===== src/mld_pkg.sv =====
// ----------------------------------------------------------------------------
// mld_pkg
// Shared widths, request and register codes, and the controller/datapath
// command and status bundles of the minimum-latency delay queue.
// ----------------------------------------------------------------------------
package mld_pkg;

  // Field widths of the channels
  localparam int REQ_W      = 2;
  localparam int DATA_W     = 32;
  localparam int LAT_W      = 8;
  localparam int LEN_W      = 7;
  localparam int CFG_IDX_W  = 2;
  localparam int CFG_DATA_W = 8;

  // Request codes; any other code is a status query
  localparam logic [REQ_W-1:0] REQ_PUSH   = 2'd0;
  localparam logic [REQ_W-1:0] REQ_POP    = 2'd1;
  localparam logic [REQ_W-1:0] REQ_STATUS = 2'd2;

  // Configuration register indexes
  localparam logic [CFG_IDX_W-1:0] REG_ENTRY_LATENCY = 2'd0;
  localparam logic [CFG_IDX_W-1:0] REG_MIN_LENGTH    = 2'd1;
  localparam logic [CFG_IDX_W-1:0] REG_MAX_LENGTH    = 2'd2;

  // Commands from the controller to the datapath
  typedef struct packed {
    logic accept;     // latch an input transaction
    logic cfg_write;  // apply a configuration transaction
    logic rd_head;    // read the head slot instead of the tail slot
    logic exec;       // perform the push or pop
    logic pad;        // append a bubble after a pop if short
    logic load_out;   // load the result register
    logic fill;       // append one bubble while raising the minimum
    logic trim;       // retire one tail bubble while lowering the minimum
  } ctrl_cmd_t;

  // Status from the datapath to the controller
  typedef struct packed {
    logic item_pop;     // latched request is a pop
    logic min_up;       // pending write raises the minimum length
    logic min_down;     // pending write lowers the minimum length
    logic fill_more;    // queue is still below the minimum
    logic trim_more;    // queue is still above the minimum
    logic tail_bubble;  // slot read at the tail is a bubble
    logic out_free;     // result register can take a new result
  } ctrl_sts_t;

endpackage


===== src/mld_req_if.sv =====
// ----------------------------------------------------------------------------
// mld_req_if
// Request channel: push, pop or status query with the pushed payload word.
// ----------------------------------------------------------------------------
interface mld_req_if import mld_pkg::*; ();
  logic              valid;
  logic              ready;
  logic [REQ_W-1:0]  req_type;
  logic [DATA_W-1:0] push_payload;

  modport source (output valid, output req_type, output push_payload, input ready);
  modport sink   (input valid, input req_type, input push_payload, output ready);
endinterface


===== src/mld_resp_if.sv =====
// ----------------------------------------------------------------------------
// mld_resp_if
// Response channel: one status transaction for every request transaction.
// ----------------------------------------------------------------------------
interface mld_resp_if import mld_pkg::*; ();
  logic              valid;
  logic              ready;
  logic              pop_valid;
  logic [DATA_W-1:0] pop_payload;
  logic              push_rejected;
  logic              queue_full;
  logic              queue_empty;
  logic [LEN_W-1:0]  payload_count;
  logic [LEN_W-1:0]  total_length;

  modport source (output valid, output pop_valid, output pop_payload,
                  output push_rejected, output queue_full, output queue_empty,
                  output payload_count, output total_length, input ready);
  modport sink   (input valid, input pop_valid, input pop_payload,
                  input push_rejected, input queue_full, input queue_empty,
                  input payload_count, input total_length, output ready);
endinterface


===== src/mld_cfg_if.sv =====
// ----------------------------------------------------------------------------
// mld_cfg_if
// Configuration write channel: register index and write data.
// ----------------------------------------------------------------------------
interface mld_cfg_if import mld_pkg::*; ();
  logic                  valid;
  logic                  ready;
  logic [CFG_IDX_W-1:0]  index;
  logic [CFG_DATA_W-1:0] data;

  modport source (output valid, output index, output data, input ready);
  modport sink   (input valid, input index, input data, output ready);
endinterface


===== src/mld_ram.sv =====
// ----------------------------------------------------------------------------
// mld_ram
// Generic single-clock RAM: one write port, one read port, registered read.
// ----------------------------------------------------------------------------
module mld_ram #(
  parameter int WIDTH = 8,
  parameter int DEPTH = 64
) (
  input  logic                     clk,
  input  logic                     we,
  input  logic [$clog2(DEPTH)-1:0] waddr,
  input  logic [WIDTH-1:0]         wdata,
  input  logic [$clog2(DEPTH)-1:0] raddr,
  output logic [WIDTH-1:0]         rdata
);

  logic [WIDTH-1:0] mem [DEPTH];

  // Write when enabled, read every cycle
  always_ff @(posedge clk) begin
    if (we) begin
      mem[waddr] <= wdata;
    end
    rdata <= mem[raddr];
  end

endmodule


===== src/mld_ctrl.sv =====
// ----------------------------------------------------------------------------
// mld_ctrl
// Sequencer of the delay queue: steps one request or one configuration
// write through read, execute, pad for a pop, and respond, or fill and trim.
// ----------------------------------------------------------------------------
module mld_ctrl import mld_pkg::*; (
  input  logic      clk,
  input  logic      rst,
  input  logic      req_valid,
  output logic      req_ready,
  input  logic      cfg_valid,
  output logic      cfg_ready,
  input  ctrl_sts_t sts,
  output ctrl_cmd_t cmd
);

  localparam logic [2:0] S_IDLE     = 3'd0;
  localparam logic [2:0] S_READ     = 3'd1;
  localparam logic [2:0] S_EXEC     = 3'd2;
  localparam logic [2:0] S_PAD      = 3'd3;
  localparam logic [2:0] S_RESP     = 3'd4;
  localparam logic [2:0] S_FILL     = 3'd5;
  localparam logic [2:0] S_TRIM_RD  = 3'd6;
  localparam logic [2:0] S_TRIM_CHK = 3'd7;

  logic [2:0] state;
  logic [2:0] state_next;

  // Configuration takes priority over a request in idle
  assign cfg_ready = (state == S_IDLE);
  assign req_ready = (state == S_IDLE) && !cfg_valid;

  // Next state and commands
  always_comb begin
    state_next = state;
    cmd        = '0;
    case (state)
      S_IDLE: begin
        if (cfg_valid) begin
          cmd.cfg_write = 1'b1;
          if (sts.min_up) begin
            state_next = S_FILL;
          end else if (sts.min_down) begin
            state_next = S_TRIM_RD;
          end
        end else if (req_valid) begin
          cmd.accept = 1'b1;
          state_next = S_READ;
        end
      end
      S_READ: begin
        cmd.rd_head = sts.item_pop;
        state_next  = S_EXEC;
      end
      S_EXEC: begin
        cmd.exec   = 1'b1;
        state_next = sts.item_pop ? S_PAD : S_RESP;
      end
      S_PAD: begin
        cmd.pad    = 1'b1;
        state_next = S_RESP;
      end
      S_RESP: begin
        if (sts.out_free) begin
          cmd.load_out = 1'b1;
          state_next   = S_IDLE;
        end
      end
      S_FILL: begin
        if (sts.fill_more) begin
          cmd.fill = 1'b1;
        end else begin
          state_next = S_IDLE;
        end
      end
      S_TRIM_RD: begin
        state_next = sts.trim_more ? S_TRIM_CHK : S_IDLE;
      end
      S_TRIM_CHK: begin
        if (sts.tail_bubble) begin
          cmd.trim   = 1'b1;
          state_next = S_TRIM_RD;
        end else begin
          state_next = S_IDLE;
        end
      end
      default: begin
        state_next = S_IDLE;
      end
    endcase
  end

  // Hold state
  always_ff @(posedge clk) begin
    if (rst) begin
      state <= S_IDLE;
    end else begin
      state <= state_next;
    end
  end

endmodule


===== src/mld_dp.sv =====
// ----------------------------------------------------------------------------
// mld_dp
// Datapath of the delay queue: slot memory, head and tail pointers, length
// and payload counters, configuration registers and the result register.
// ----------------------------------------------------------------------------
module mld_dp import mld_pkg::*; #(
  parameter int DEPTH        = 64,
  parameter int PAYLOAD_BITS = 32,
  parameter int COUNT_BITS   = 8
) (
  input  logic                  clk,
  input  logic                  rst,
  input  ctrl_cmd_t             cmd,
  output ctrl_sts_t             sts,
  input  logic [REQ_W-1:0]      req_type,
  input  logic [DATA_W-1:0]     push_payload,
  input  logic [CFG_IDX_W-1:0]  cfg_index,
  input  logic [CFG_DATA_W-1:0] cfg_data,
  input  logic                  resp_ready,
  output logic                  resp_valid,
  output logic                  pop_valid,
  output logic [DATA_W-1:0]     pop_payload,
  output logic                  push_rejected,
  output logic                  queue_full,
  output logic                  queue_empty,
  output logic [LEN_W-1:0]      payload_count,
  output logic [LEN_W-1:0]      total_length
);

  localparam int IW   = $clog2(DEPTH);
  localparam int LW   = $clog2(DEPTH + 1);
  localparam int CMPW = (LW > LEN_W) ? LW : LEN_W;
  localparam int PW   = (PAYLOAD_BITS < DATA_W) ? PAYLOAD_BITS : DATA_W;
  localparam int CW   = COUNT_BITS;
  localparam int EW   = 1 + CW + PW;
  localparam logic [IW-1:0]   LAST_IDX = IW'(DEPTH - 1);
  localparam logic [CMPW-1:0] DEPTH_C  = CMPW'(DEPTH);

  // Control registers
  logic [IW-1:0]    head;
  logic [IW-1:0]    tail;
  logic [LW-1:0]    length;
  logic [LW-1:0]    held;
  logic [LAT_W-1:0] lat_reg;
  logic [LEN_W-1:0] min_len;
  logic [LEN_W-1:0] max_len;
  logic             pad_ok;

  // Payload registers
  logic [REQ_W-1:0] req_q;
  logic [PW-1:0]    pl_q;
  logic             res_pv;
  logic [PW-1:0]    res_pp;
  logic             res_rej;

  // Slot memory port
  logic          we;
  logic [IW-1:0] waddr;
  logic [EW-1:0] wdata;
  logic [IW-1:0] raddr;
  logic [EW-1:0] rdata;
  logic          rd_has;
  logic [CW-1:0] rd_cd;
  logic [PW-1:0] rd_pl;

  // Derived values
  logic [CMPW-1:0] len_c;
  logic [CMPW-1:0] min_c;
  logic [CMPW-1:0] max_c;
  logic            is_full;
  logic            len_zero;
  logic [IW-1:0]   next_tail;
  logic [IW-1:0]   prev_tail;
  logic [IW-1:0]   next_head;
  logic [CW-1:0]   lat_cw;
  logic            below_min;
  logic            push_ok;
  logic            push_over;
  logic            push_app;
  logic            pop_go;
  logic            pop_dec;
  logic            pop_rm;
  logic            bubble_app;
  logic            held_dec;

  // Slot memory: {has_payload, countdown, payload}
  mld_ram #(
    .WIDTH (EW),
    .DEPTH (DEPTH)
  ) u_slots (
    .clk   (clk),
    .we    (we),
    .waddr (waddr),
    .wdata (wdata),
    .raddr (raddr),
    .rdata (rdata)
  );

  assign rd_has = rdata[EW-1];
  assign rd_cd  = rdata[PW +: CW];
  assign rd_pl  = rdata[PW-1:0];
  assign raddr  = cmd.rd_head ? head : tail;

  // Compare lengths at a common width
  assign len_c     = CMPW'(length);
  assign min_c     = CMPW'(min_len);
  assign max_c     = CMPW'(max_len);
  assign is_full   = (len_c >= DEPTH_C) || ((max_len != '0) && (len_c >= max_c));
  assign len_zero  = (length == '0);
  assign below_min = (len_c < min_c) && (len_c < DEPTH_C);
  assign lat_cw    = CW'(lat_reg);

  // Circular pointer steps
  assign next_tail = (tail == LAST_IDX) ? '0 : tail + 1'b1;
  assign prev_tail = (tail == '0) ? LAST_IDX : tail - 1'b1;
  assign next_head = (head == LAST_IDX) ? '0 : head + 1'b1;

  // Decode the queue operation of this cycle
  assign push_ok    = cmd.exec && (req_q == REQ_PUSH) && !is_full;
  assign push_over  = push_ok && !len_zero && !rd_has && (len_c >= min_c);
  assign push_app   = push_ok && !push_over;
  assign pop_go     = cmd.exec && (req_q == REQ_POP) && !len_zero;
  assign pop_dec    = pop_go && (rd_cd != '0);
  assign pop_rm     = pop_go && (rd_cd == '0);
  assign bubble_app = (cmd.pad && pad_ok && (min_len != '0) && below_min) || cmd.fill;
  assign held_dec   = pop_rm && rd_has && (held != '0);

  // Select the slot write
  always_comb begin
    we    = 1'b0;
    waddr = tail;
    wdata = {1'b0, lat_cw, {PW{1'b0}}};
    if (push_over) begin
      we    = 1'b1;
      wdata = {1'b1, lat_cw, pl_q};
    end else if (push_app) begin
      we    = 1'b1;
      waddr = next_tail;
      wdata = {1'b1, lat_cw, pl_q};
    end else if (pop_dec) begin
      we    = 1'b1;
      waddr = head;
      wdata = {rd_has, rd_cd - 1'b1, rd_pl};
    end else if (bubble_app) begin
      we    = 1'b1;
      waddr = next_tail;
    end
  end

  // Advance pointers, counters and configuration
  always_ff @(posedge clk) begin
    if (rst) begin
      head       <= '0;
      tail       <= LAST_IDX;
      length     <= '0;
      held       <= '0;
      lat_reg    <= '0;
      min_len    <= '0;
      max_len    <= '0;
      pad_ok     <= 1'b0;
      resp_valid <= 1'b0;
    end else begin
      if (push_app || bubble_app) begin
        tail   <= next_tail;
        length <= length + 1'b1;
      end else if (cmd.trim) begin
        tail   <= prev_tail;
        length <= length - 1'b1;
      end else if (pop_rm) begin
        head   <= next_head;
        length <= length - 1'b1;
      end
      if (push_ok) begin
        held <= held + 1'b1;
      end else if (held_dec) begin
        held <= held - 1'b1;
      end
      if (cmd.exec) begin
        pad_ok <= pop_go;
      end
      if (cmd.cfg_write) begin
        case (cfg_index)
          REG_ENTRY_LATENCY: lat_reg <= cfg_data;
          REG_MIN_LENGTH:    min_len <= cfg_data[LEN_W-1:0];
          REG_MAX_LENGTH:    max_len <= cfg_data[LEN_W-1:0];
          default:           ;
        endcase
      end
      if (cmd.load_out) begin
        resp_valid <= 1'b1;
      end else if (resp_ready) begin
        resp_valid <= 1'b0;
      end
    end
  end

  // Capture the request, the pop result and the response fields
  always_ff @(posedge clk) begin
    if (cmd.accept) begin
      req_q <= req_type;
      pl_q  <= push_payload[PW-1:0];
    end
    if (cmd.exec) begin
      res_rej <= (req_q == REQ_PUSH) && is_full;
      res_pv  <= pop_rm && rd_has;
      res_pp  <= (pop_rm && rd_has) ? rd_pl : '0;
    end
    if (cmd.load_out) begin
      pop_valid     <= res_pv;
      pop_payload   <= DATA_W'(res_pp);
      push_rejected <= res_rej;
      queue_full    <= is_full;
      queue_empty   <= len_zero;
      payload_count <= LEN_W'(held);
      total_length  <= LEN_W'(length);
    end
  end

  // Status to the controller
  always_comb begin
    sts.item_pop    = (req_q == REQ_POP);
    sts.min_up      = (cfg_index == REG_MIN_LENGTH) && (cfg_data[LEN_W-1:0] > min_len);
    sts.min_down    = (cfg_index == REG_MIN_LENGTH) && (cfg_data[LEN_W-1:0] < min_len);
    sts.fill_more   = below_min;
    sts.trim_more   = (len_c > min_c);
    sts.tail_bubble = !rd_has;
    sts.out_free    = !resp_valid || resp_ready;
  end

endmodule


===== src/min_latency_delay_fifo.sv =====
// ----------------------------------------------------------------------------
// min_latency_delay_fifo
// Circular queue of payload and bubble slots, padded with bubbles to a
// minimum length, where each slot must be popped entry_latency extra times.
//
// Usage:
//   req  : push (0), pop (1) or status query (2 or 3) with a payload word.
//   resp : exactly one status transaction for each request transaction.
//   cfg  : register writes (0 entry_latency, 1 min_length, 2 max_length),
//          issued only while no request is outstanding.
// Timing: one request at a time through a slot memory with one write port,
//   one read port and a registered read. A request steps through read,
//   execute, bubble pad (pops only) and respond, where its result is loaded;
//   the next request can be accepted in the cycle after the response is
//   loaded, so a new request is not taken while one is in progress.
// A result waits in the output register; while the receiver stalls, one more
//   request is taken and holds in the respond step, and then nothing new is
//   accepted until the waiting result leaves.
// Raising min_length appends one bubble per cycle; lowering it reads the
//   tail slot and retires it while it is a bubble. Reset empties the queue
//   and clears the control registers; no memory clearing is needed.
// ----------------------------------------------------------------------------
module min_latency_delay_fifo import mld_pkg::*; #(
  parameter int DEPTH        = 64,
  parameter int PAYLOAD_BITS = 32,
  parameter int COUNT_BITS   = 8
) (
  input logic         clk,
  input logic         rst,
  mld_req_if.sink     req,
  mld_resp_if.source  resp,
  mld_cfg_if.sink     cfg
);

  ctrl_cmd_t cmd;
  ctrl_sts_t sts;

  // Sequencer
  mld_ctrl u_ctrl (
    .clk       (clk),
    .rst       (rst),
    .req_valid (req.valid),
    .req_ready (req.ready),
    .cfg_valid (cfg.valid),
    .cfg_ready (cfg.ready),
    .sts       (sts),
    .cmd       (cmd)
  );

  // Queue storage and result register
  mld_dp #(
    .DEPTH        (DEPTH),
    .PAYLOAD_BITS (PAYLOAD_BITS),
    .COUNT_BITS   (COUNT_BITS)
  ) u_dp (
    .clk           (clk),
    .rst           (rst),
    .cmd           (cmd),
    .sts           (sts),
    .req_type      (req.req_type),
    .push_payload  (req.push_payload),
    .cfg_index     (cfg.index),
    .cfg_data      (cfg.data),
    .resp_ready    (resp.ready),
    .resp_valid    (resp.valid),
    .pop_valid     (resp.pop_valid),
    .pop_payload   (resp.pop_payload),
    .push_rejected (resp.push_rejected),
    .queue_full    (resp.queue_full),
    .queue_empty   (resp.queue_empty),
    .payload_count (resp.payload_count),
    .total_length  (resp.total_length)
  );

endmodule


===== src/flat_wrapper.sv =====
// flat-port wrapper written by rule: the top's interface ports become plain ports
module min_latency_delay_fifo_flat import mld_pkg::*;
#(
  parameter int DEPTH        = 64,
  parameter int PAYLOAD_BITS = 32,
  parameter int COUNT_BITS   = 8
)
  (clk, rst, req_valid, req_req_type, req_push_payload, req_ready, resp_valid, resp_pop_valid, resp_pop_payload, resp_push_rejected, resp_queue_full, resp_queue_empty, resp_payload_count, resp_total_length, resp_ready, cfg_valid, cfg_index, cfg_data, cfg_ready);
  mld_req_if req_i ();
  mld_resp_if resp_i ();
  mld_cfg_if cfg_i ();
  input logic clk;
  input logic rst;
  input wire logic [$bits(req_i.valid)-1:0] req_valid;
  input wire logic [$bits(req_i.req_type)-1:0] req_req_type;
  input wire logic [$bits(req_i.push_payload)-1:0] req_push_payload;
  output wire logic [$bits(req_i.ready)-1:0] req_ready;
  output wire logic [$bits(resp_i.valid)-1:0] resp_valid;
  output wire logic [$bits(resp_i.pop_valid)-1:0] resp_pop_valid;
  output wire logic [$bits(resp_i.pop_payload)-1:0] resp_pop_payload;
  output wire logic [$bits(resp_i.push_rejected)-1:0] resp_push_rejected;
  output wire logic [$bits(resp_i.queue_full)-1:0] resp_queue_full;
  output wire logic [$bits(resp_i.queue_empty)-1:0] resp_queue_empty;
  output wire logic [$bits(resp_i.payload_count)-1:0] resp_payload_count;
  output wire logic [$bits(resp_i.total_length)-1:0] resp_total_length;
  input wire logic [$bits(resp_i.ready)-1:0] resp_ready;
  input wire logic [$bits(cfg_i.valid)-1:0] cfg_valid;
  input wire logic [$bits(cfg_i.index)-1:0] cfg_index;
  input wire logic [$bits(cfg_i.data)-1:0] cfg_data;
  output wire logic [$bits(cfg_i.ready)-1:0] cfg_ready;
  assign req_i.valid = req_valid;
  assign req_i.req_type = req_req_type;
  assign req_i.push_payload = req_push_payload;
  assign req_ready = req_i.ready;
  assign resp_valid = resp_i.valid;
  assign resp_pop_valid = resp_i.pop_valid;
  assign resp_pop_payload = resp_i.pop_payload;
  assign resp_push_rejected = resp_i.push_rejected;
  assign resp_queue_full = resp_i.queue_full;
  assign resp_queue_empty = resp_i.queue_empty;
  assign resp_payload_count = resp_i.payload_count;
  assign resp_total_length = resp_i.total_length;
  assign resp_i.ready = resp_ready;
  assign cfg_i.valid = cfg_valid;
  assign cfg_i.index = cfg_index;
  assign cfg_i.data = cfg_data;
  assign cfg_ready = cfg_i.ready;
  min_latency_delay_fifo #(.DEPTH(DEPTH), .PAYLOAD_BITS(PAYLOAD_BITS), .COUNT_BITS(COUNT_BITS)) u_core (.clk(clk), .rst(rst), .req(req_i), .resp(resp_i), .cfg(cfg_i));
endmodule

===== config.mk =====
export PLATFORM = sky130hd
export DESIGN_NAME = min_latency_delay_fifo_flat
export DESIGN_NICKNAME = d
export VERILOG_FILES = /design/src/mld_pkg.sv /design/src/mld_req_if.sv /design/src/mld_resp_if.sv /design/src/mld_cfg_if.sv /design/src/mld_ram.sv /design/src/mld_ctrl.sv /design/src/mld_dp.sv /design/src/min_latency_delay_fifo.sv /design/src/flat_wrapper.sv
export SDC_FILE = /design/constraint.sdc
export NUM_CORES = 2
export LEC_CHECK = 0
export ABC_AREA = 1
export CAP_MARGIN = 30
export CORE_MARGIN = 1
export CORE_UTILIZATION = 45
export DETAILED_ROUTE_END_ITERATION = 16
export DONT_BUFFER_PORTS = 1
export MAX_ROUTING_LAYER = met4
export PLACE_DENSITY = 0.61
export SLEW_MARGIN = 10
export SYNTH_ARGS = -nofsm -noshare
export SYNTH_HDL_FRONTEND = slang
export SYNTH_SLANG_ARGS = --single-unit

===== constraint.sdc =====
create_clock -name clk -period 6.5 [get_ports clk]
set_clock_uncertainty 0.05 [all_clocks]
set_input_delay 0.325 -clock clk [delete_from_list [all_inputs] [get_ports clk]]
set_output_delay 0.325 -clock clk [all_outputs]
set_load 0.05 [all_outputs]

==> results_dict.tcl <==
set metrics [dict create \
    outcome "finished, final reports clean" \
    maxCapViolations 0 \
    slew_viol_final 0 \
    clkTransAtPathRegs_ns 0.06 \
    die_area_um2 247800 \
    placed_area_um2 115400 \
    synth_cells 8091 \
    path_delay_family "simple AND/OR/NAND/NOR gates" \
    gp_congestion 0.9186 \
    yosys.area.top_type "edfxtp_1" \
    grt_pass1_wl_um 457000 \
    period_share_pct 76.44 \
    vias_per_cell 6.136 \
    worstSetupEndpointType "flop" \
    r2r_slack_ns 1.53 \
    grt.total_usage_pct 25.40 \
    dp_hpwl_um 167700 \
    cts_tree "done" \
    critPathMaxFanout 17 \
    fin_crit_ns 4.969 \
    postLayoutCellArea_um2 125700 \
    nets 8204 \
    syn_avg_cell_area_um2 13.67 \
    crit_top_cell "nand2_1" \
    yosysWarnings 0 \
    start_util_pct 45.39 \
    cts_setup_buffers 0 \
    leakage_nw 38.62 \
    crit_start "u_core.u_dp.len_c[0]$_SDFFE_PP0P_" \
    ios 102 \
    hold_depth 3 \
    antenna_found_initial 9 \
    syn_to_final_growth_pct 13.63 \
    htreeDepth 5 \
    setup_viol 0 \
    num_rows 181 \
    hold_path_end "u_core.u_dp.pl_q[30]$_DFFE_PP_" \
    synth_seq_cells 2836 \
    crit_chain "inv_1 > ha_1 > inv_1 > nand2_1 > nand2_1 > nand2_1 > nand2_1 > nand2_1 > nand2_1 > nand3_2 > nor2_2 > nor2_2 > nor2_1 > a21oi_1 > o21ai_1 > nand2_1 > inv_1 > nand2_1 > nor2_4 > buf_4" \
    grt_start_max_net_pins 242 \
    cts_made_buffers 301 \
    clk_path_buf_depth 4 \
    vias 70810 \
    grt_pass1_vias 67150 \
    die_h_um 497.8 \
    drt-initial-drc-count 9076 \
    path_class "flop to flop" \
    relSlewSlack_pct 31.31 \
    cp_data_arrival_time_ns 5.50 \
    syn_nets 8173 \
    yosysTopAreaCellShare_pct 74.45 \
    worstHoldStart "req_valid" \
    power_density_nw_per_um2 391.5 \
    die_w_um 497.8 \
    first_pass_iters 5 \
    slowest_delay_ns 0.91 \
    drc 0 \
    yosysSeqAreaShare_pct 76.15 \
    async_reset_ff_share_pct 0 \
    root_buffer "clkbuf_16" \
    drive_above_1_share_pct 9.017 \
    placed_cells 10920 \
    ys_types 49 \
    final_antenna_net_count 0 \
    grt_overflow 0 \
    fin_cells 11540 \
    synth_ff_type "edfxtp_1" \
    layout_common_cells "2,742 x edfxtp_1, 1,410 x nor2_1, 1,263 x o21ai_0" \
    core_um2 243700 \
    r2r-end "u_core.u_dp.u_slots.mem[1][9]$_DFFE_PP_" \
    crit_buf_inv 4 \
    fmax_mhz 201.3 \
    syn_area_um2 110600 \
    tns_ns 0 \
    hp-class "input pin to flop" \
    start_kind "flop" \
    mostFrequentLayoutCell "edfxtp_1" \
    synth-edff-count 2742 \
    rsz0062_at_grt "false" \
    clk_latency_ns 0.93 \
    wirelength_um 311900 \
    crit_slowest_cell "nor2_4" \
    cts.sinks 2836 \
    worst_r2r_path_depth 20 \
    synth_area_leaders "edfxtp_1 74%, o21ai_0 5.9%, nor2_1 5.0%" \
    timing.rr.start "u_core.u_dp.len_c[0]$_SDFFE_PP0P_" \
    hold_viol 0 \
    portBuffers 0 \
    tightest_slew_ns 1.030 \
    ir_drop_v 0.0003499 \
    route.detailed.wl_per_inst_um 27.03 \
    critPathRequiredTime_ns 7.03 \
]
## state kept, by name, summed over array words and instances, names as in the netlist, 8 cells and up
name,flops
u_core.u_dp.u_slots.mem,2624
u_core.u_dp.u_slots.rdata,41
u_core.u_dp.pl_q,32
u_core.u_dp.pop_payload,32
u_core.u_dp.res_pp,32
u_core.u_dp.lat_cw,8
## worst max path at each step
stage | to | cells after the start
4_1_cts | u_core.u_dp.u_slots.mem[47][5]$_DFFE_PP_ | 19
3_3_place_gp | u_core.u_dp.u_slots.mem[35][4]$_DFFE_PP_ | 19
3_5_place_dp | u_core.u_dp.u_slots.mem[47][5]$_DFFE_PP_ | 19
5_1_grt | u_core.u_dp.u_slots.mem[1][30]$_DFFE_PP_ | 20
6_report | u_core.u_dp.u_slots.mem[1][9]$_DFFE_PP_ | 20
2_1_floorplan | u_core.u_dp.u_slots.mem[0][28]$_DFFE_PP_ | 9
## repair_timing
item / 4_1_cts / 5_1_grt
setup endpoints to repair: 0 / 0
endpoints found under the hold margin: 84 / 0
hold buffers: 97 / 0
resized for setup: 0 / 0
## kinds of logic after synthesis
group	after synthesis	synth area share (%)
flops	2836	76.15
compound gates	2465	13.45
buf+inv	724	2.642
simple gates	2021	7.279
xor+xnor	12	0.09503
fa+ha+maj	33	0.3801
## worst reg2reg max path, cell delays in order, from the launching register on
cell	delay [ns]
dfxtp_1	0.38
inv_1	0.14
ha_1	0.32
inv_1	0.06
nand2_1	0.04
nand2_1	0.07
nand2_1	0.05
nand2_1	0.06
nand2_1	0.05
nand2_1	0.13
nand3_2	0.36
nor2_2	0.32
nor2_2	0.15
nor2_1	0.15
a21oi_1	0.05
o21ai_1	0.23
nand2_1	0.11
inv_1	0.09
nand2_1	0.52
nor2_4	0.93
buf_4	0.39
## layer usage
metal,vias up,GRT usage (%),wire length (um)
met5,-,-,0
met4,0,7.029,8014
met3,495,4.177,29090
met2,3516,37.30,141100
met1,35860,36.58,133700
li1,30940,-,-
## cells in the mapped netlist (8+ instances only)
master,n
a21oi_1,59
edfxtp_1,2742
buf_1,15
buf_4,22
o211ai_1,325
dfxtp_1,94
clkbuf_1,477
nand4_1,8
inv_1,125
nand2_1,219
nor3_1,11
buf_2,71
o21ai_1,100
nor2_1,1476
nand3_1,284
o21ai_0,1302
o221ai_1,329
o22ai_1,331
ha_1,32
## power by group
| group | leakage (nW) | switching (mW) | internal, mW |
|---|---|---|---|
| clock network | 4.49 | 6.79 | 9.45 |
| registers | 24.7 | 0.593 | 20.9 |
| logic | 9.40 | 8.52 | 2.97 |
| total | 38.6 | 15.9 | 33.3 |
## per-stage QoR
stage	hold slack [ns]	power, mW	utilization [%]	setup slack, ns
floorplan	0.3503	28.66	-	1.868
global placement	0.3495	32.91	47.29	1.558
detailed placement	0.3523	33.05	47.35	1.533
CTS	0.01991	49.25	51.50	1.522
global route	0.04798	50.95	51.57	1.173
finish	0.08672	49.20	51.57	1.531
## final cells by class
class	count	area, um^2
fill	20150	118000
sequential	2836	84220
multi-input combinational	4531	24440
clock buffer	382	8119
tap	3202	4006
timing repair buffer	317	3301
clock inverter	128	1017
inverter	135	553.0
antenna	8	20.02
No activity file was read; power rests on OpenSTA's default activity.
